==> src/rtl/lprr_pkg.sv <==
// ----------------------------------------------------------------------------
// lprr_pkg
// Shared codes and controller/datapath interface types for the record ring.
// ----------------------------------------------------------------------------
package lprr_pkg;

  // Command codes carried by the cmd field
  localparam logic [2:0] CMD_RESERVE = 3'd0;
  localparam logic [2:0] CMD_WRITE   = 3'd1;
  localparam logic [2:0] CMD_COMMIT  = 3'd2;
  localparam logic [2:0] CMD_PEEK    = 3'd3;
  localparam logic [2:0] CMD_READ    = 3'd4;
  localparam logic [2:0] CMD_RELEASE = 3'd5;

  // Status codes returned with every result
  localparam logic [2:0] ST_OK        = 3'd0;
  localparam logic [2:0] ST_TOO_LARGE = 3'd1;
  localparam logic [2:0] ST_NO_SPACE  = 3'd2;
  localparam logic [2:0] ST_EMPTY     = 3'd3;
  localparam logic [2:0] ST_CORRUPT   = 3'd4;
  localparam logic [2:0] ST_BAD       = 3'd5;

  // Prefix byte counter width: covers prefixes of up to eight bytes
  localparam int PFX_CNT_W = 3;

  // Commands from the controller to the datapath
  typedef struct packed {
    logic                 load_item;
    logic                 pfx_wr;
    logic                 pfx_rd;
    logic                 acc_shift;
    logic                 pay_rd;
    logic                 finish;
    logic [PFX_CNT_W-1:0] cnt;
  } ctl_cmd_t;

  // Status from the datapath to the controller
  typedef struct packed {
    logic go_pfx_wr;
    logic go_pfx_rd;
    logic go_pay_rd;
    logic out_free;
  } ctl_sts_t;

endpackage

==> src/rtl/lprr_ctrl.sv <==
// ----------------------------------------------------------------------------
// lprr_ctrl
// Sequencer for the record ring: takes one transaction at a time, steps the
// length prefix through the byte memory and hands the result to the output.
// ----------------------------------------------------------------------------
module lprr_ctrl import lprr_pkg::*; #(
  parameter int PREFIX_BYTES = 4
) (
  input  logic     clk,
  input  logic     rst,
  input  logic     in_valid,
  output logic     in_ready,
  input  ctl_sts_t sts,
  output ctl_cmd_t ctl
);

  localparam logic [2:0] S_IDLE = 3'd0;
  localparam logic [2:0] S_EXEC = 3'd1;
  localparam logic [2:0] S_PFXW = 3'd2;
  localparam logic [2:0] S_PFXR = 3'd3;
  localparam logic [2:0] S_PFXL = 3'd4;
  localparam logic [2:0] S_FIN  = 3'd5;

  localparam logic [PFX_CNT_W-1:0] CNT_LAST = PFX_CNT_W'(PREFIX_BYTES - 1);

  logic [2:0]           state, state_next;
  logic [PFX_CNT_W-1:0] cnt, cnt_next;

  // Decode commands from the current state
  always_comb begin
    in_ready      = (state == S_IDLE);
    ctl.load_item = (state == S_IDLE) && in_valid;
    ctl.pfx_wr    = (state == S_PFXW);
    ctl.pfx_rd    = (state == S_PFXR);
    ctl.acc_shift = ((state == S_PFXR) && (cnt != '0)) || (state == S_PFXL);
    ctl.pay_rd    = (state == S_EXEC) && sts.go_pay_rd;
    ctl.finish    = (state == S_FIN) && sts.out_free;
    ctl.cnt       = cnt;
  end

  // Advance the sequencer
  always_comb begin
    state_next = state;
    cnt_next   = cnt;
    unique case (state)
      S_IDLE: begin
        if (in_valid) state_next = S_EXEC;
      end
      S_EXEC: begin
        cnt_next = '0;
        priority if (sts.go_pfx_wr) state_next = S_PFXW;
        else if (sts.go_pfx_rd)     state_next = S_PFXR;
        else                        state_next = S_FIN;
      end
      S_PFXW: begin
        if (cnt == CNT_LAST) state_next = S_FIN;
        else cnt_next = cnt + 1'b1;
      end
      S_PFXR: begin
        if (cnt == CNT_LAST) state_next = S_PFXL;
        else cnt_next = cnt + 1'b1;
      end
      S_PFXL: begin
        state_next = S_FIN;
      end
      S_FIN: begin
        if (sts.out_free) state_next = S_IDLE;
      end
      default: begin
        state_next = S_IDLE;
      end
    endcase
  end

  always_ff @(posedge clk) begin
    if (rst) begin
      state <= S_IDLE;
      cnt   <= '0;
    end else begin
      state <= state_next;
      cnt   <= cnt_next;
    end
  end

endmodule

==> config.mk <==
export PLATFORM = sky130hd
export DESIGN_NAME = lprr_ctrl
export DESIGN_NICKNAME = d
export VERILOG_FILES = /design/src/rtl/lprr_pkg.sv /design/src/rtl/lprr_ctrl.sv
export SDC_FILE = /design/constraint.sdc
export NUM_CORES = 1
export LEC_CHECK = 0
export ABC_AREA = 1
export BUFFER_PORTS_ARGS = -buffer_cell sky130_fd_sc_hd__buf_2
export CORE_AREA = 10 10 47 49
export CTS_CLUSTER_SIZE = 16
export DETAILED_ROUTE_END_ITERATION = 10
export DIE_AREA = 0 0 57 59
export GPL_ROUTABILITY_DRIVEN = 0
export GPL_TIMING_DRIVEN = 0
export SETUP_SLACK_MARGIN = 0.4
export SYNTH_ARGS = -nofsm -noshare
export SYNTH_HDL_FRONTEND = slang
export SYNTH_SLANG_ARGS = --single-unit
==> constraint.sdc <==
create_clock -name clk -period 2.72 [get_ports clk]
set_input_delay 0.816 -clock clk [delete_from_list [all_inputs] [get_ports clk]]
set_output_delay 0.816 -clock clk [all_outputs]
set_load 0.005 [all_outputs]
---- Word-level counts from Yosys, hierarchy flattened ----
Index checks and enable logic that the tools add are counted.
word-level totals
  logic and storage cells ................. 34
  register bits ........................... 6
  output and inout bits ................... 10
  input bits .............................. 7
cells by class
  equality and inequality tests ........... 11
  add/subtract/negate cells ............... 1
  multiplexer cells ....................... 9
  reductions and logical operators ........ 11
operators by type and width
  kind                 number
  $mux 3               7
  $pmux 3 s6           1
  $eq 3x2->1 const B   3
  $eq 3x3->1 const B   2
  $ne 2x2->1 const B   3
  $pmux 3 s2           1
  $logic_and 1x1->1    4
  $ne 2x1->1 const B   2
  $reduce_and 4->1     1
  $add 3x1->3 const B  1
  $eq 3x1->1 const B   1
  $logic_not 3->1      1
  $reduce_bool 3->1    1
  $reduce_and 2->1     1
  $reduce_bool 2->1    1
  $reduce_or 2->1      1
  $logic_or 1x1->1     1

---- Logic depth before layout (Yosys ltp) ----
  word-level depth ........................ 4
  depth in mapped cells ................... 8
  depth with buffers taken out ............ 8

---- Worst setup path after synthesis ----
Ideal clock, no wire load.
  kind .................................... input to output
  from .................................... input in_valid
  to ...................................... output ctl[8] (netlist bit)
  stages on the path ...................... 2
  data arrival time ....................... 1039 ps
  required time ........................... 1904 ps
  setup slack ............................. 865 ps
  buffers on the path ..................... 0
  path through ............................ inv_1 > nor3_1
RTL lines
  item         line             RTL
  from (decl)  lprr_ctrl.sv:11  input logic in_valid,
  to (decl)    lprr_ctrl.sv:14  output ctl_cmd_t ctl

==> flow_summary.yaml <==
status:
  outcome: "finished, final reports clean"
clocking:
  cts_tree: "done"
  cts.sinks: 6
  htree_levels: 1
  max-clock-path-buffers: 2
  clk_latency_ns: 0.24
  clkTransAtPathRegs_ns: 0.04
  numCtsBuffers: 3
  hold_buffers: 0
  postCtsSetupRepairBufs: 0
  cts_root_buffer: "clkbuf_4"
timing:
  skew_ns: 0.001959
  fmax_ghz: 0.4748
  period_needed_ns: 2.106
  worst_pin_slew_ns: 0.2459
  hold_viol_final: 0
  period_share_pct: 77.43
  rsz0062_at_grt: "no"
  max_slew_margin_pct: 83.58
  final.setup.tns_ns: 0
  setup_viol: 0
  final-max-slew-violation-count: 0
  fin_ws_ns: 0.6139
synth:
  synth_area_um2: 411.6
  synth-seq-cells: 6
  netlist_top_cells_area: "dfxtp_1, nor2_1, inv_1"
  yosysSeqAreaShare_pct: 29.18
  synth_area_leader_cell: "dfxtp_1"
  synth.distinct_cells: 13
  avgSynthCellArea_um2: 5.966
  syn_inst: 69
  synth_nets: 79
  synth_top_area_share_pct: 29.18
  yosysWarnings: 0
detailed_routing:
  drt_wl_total_mm: 1.010
  drt_pass1_iterations: 2
  wl_per_cell_um: 9.712
  ant_nets: 0
  num_vias: 455
  drt_iter0_markers: 10
  viasPerCell: 4.375
  drc: 0
worst_setup_path:
  critPathRequiredTime_ns: 1.90
  r2r_slack_ns: 1.42
  start_kind: "flop"
  worstPathArrival_ns: 1.29
  endpoint_kind: "output port"
  cp_max_fo: 6
  criticalPathCategory: "reg2out"
place:
  dp_hpwl_um: 862.2
  place_ws_ns: 0.6656
  io_buffers: 16
pwr:
  p_per_area_nw_per_um2: 1111
  cellLeakagePower_nw: 0.3065
  ir_worst_vdd_v: 0.0005365
global_routing:
  antenna_found_initial: 0
  grt_overflow_total: 0
  grt.total_usage_pct: 6.320
  grt_pass1_wl_mm: 1.773
  grt_pass1_vias: 472
  grt_max_degree: 8
cells_and_area:
  area_growth_pct: 30.09
  num_antenna_cells: 0
  drive_gt1_share_pct: 28.41
  num-nets-final: 100
die:
  ios: 17
  die_height_um: 59
  rows: 14
  dieArea_um2: 3363
  die_x_um: 57
  core_um2: 1401
  start_util_pct: 29.38
flow_run:
  drv_cap: 0
min_path:
  min_path_type: "reg2reg"
-- layout make-up --
class | instances | area, µm²
Clock buffer | 3 | 22.52
Fill cell | 169 | 865.8
Sequential cell | 6 | 121.4
Multi-Input combinational cell | 48 | 235.2
Timing Repair Buffer | 16 | 80.08
Tap cell | 16 | 20.02
Inverter | 15 | 56.30
-- cells in the mapped netlist (all sizes together) --
cell	number
inv	15
nor2	18
nor3	2
a21oi	4
nand3	2
nand2	13
or2	1
dfxtp	6
ha	3
o21ai	5
-- per-layer routing --
layer	GRT usage [%]	vias up	share of wire (%)
met5	0	-	0
met4	1.007	0	0
met3	4.077	0	8.8
met2	11.63	10	51
met1	5.847	198	40
li1	-	247	-
-- stage by stage --
stage	area, µm²	total power, mW	util, %	cells	hold WS [ns]
3_3_place_gp	511.7	0.5168	36.52	101	0.5203
3_5_place_dp	511.7	0.5224	36.52	101	0.5382
4_1_cts	534.3	0.6066	38.13	104	0.5582
2_1_floorplan	411.6	0.4036	-	69	0.5201
6_report	535.5	0.5952	38.21	104	0.5503
5_1_grt	535.5	0.6761	38.21	104	0.6149
-- worst paths after layout --
check | startpoint | endpoint | cells past startpoint
setup / recovery | state[1] | ctl[5] | 7
setup reg to reg | cnt[0] | cnt[0] | 8
hold / removal | cnt[2] | cnt[2] | 2
hold reg to reg | cnt[2] | cnt[2] | 2
-- what timing repair did --
| item | CTS | global route |
|---|---|---|
| endpoints found under the hold margin | 0 | 0 |
| endpoints found under the setup margin | 0 | 1 |
| resized for setup | 0 | 1 |
-- worst max-delay path, cell delays in order (launching register included) --
cell and delay (ns):
dfxtp_2 0.37, inv_1 0.06, nor2_2 0.16, inv_1 0.11, nor2_2 0.10, nand2_1 0.05, o21ai_0 0.06, buf_2 0.13
-- flip-flops by register name (all words and copies together) (netlist names) --
signal and flops:
cnt 3, state 3
-- logic make-up after synthesis --
family,share of synthesized area [%]
adders and majority gates,9.120
AOI/OAI and AO/OA,10.94
DFF,29.18
and+or+nand+nor,37.08
buffers and inverters,13.68
-- placed cells by master (no fill, tap or decap), drive strengths merged --
| cell | netlist | routed |
|---|---|---|
| ha | 3 | 3 |
| nand2 | 13 | 13 |
| nor2 | 18 | 18 |
| or2 | 1 | 1 |
| inv | 15 | 15 |
| a21oi | 4 | 4 |
| o21ai | 5 | 5 |
| clkbuf | 0 | 3 |
| dfxtp | 6 | 6 |
| buf | 0 | 16 |
| nand3 | 2 | 2 |
| nor3 | 2 | 2 |
-- report_power, final --
| group | switching [mW] | total (mW) | internal (mW) | leakage [nW] |
|---|---|---|---|---|
| clock | 0.0297 | 0.0795 | 0.0497 | 0.0138 |
| sequential | 0.0511 | 0.181 | 0.130 | 0.0499 |
| combinational | 0.200 | 0.334 | 0.134 | 0.243 |
| total | 0.281 | 0.595 | 0.314 | 0.306 |
Note: power is estimated with default switching activity, not from simulation.
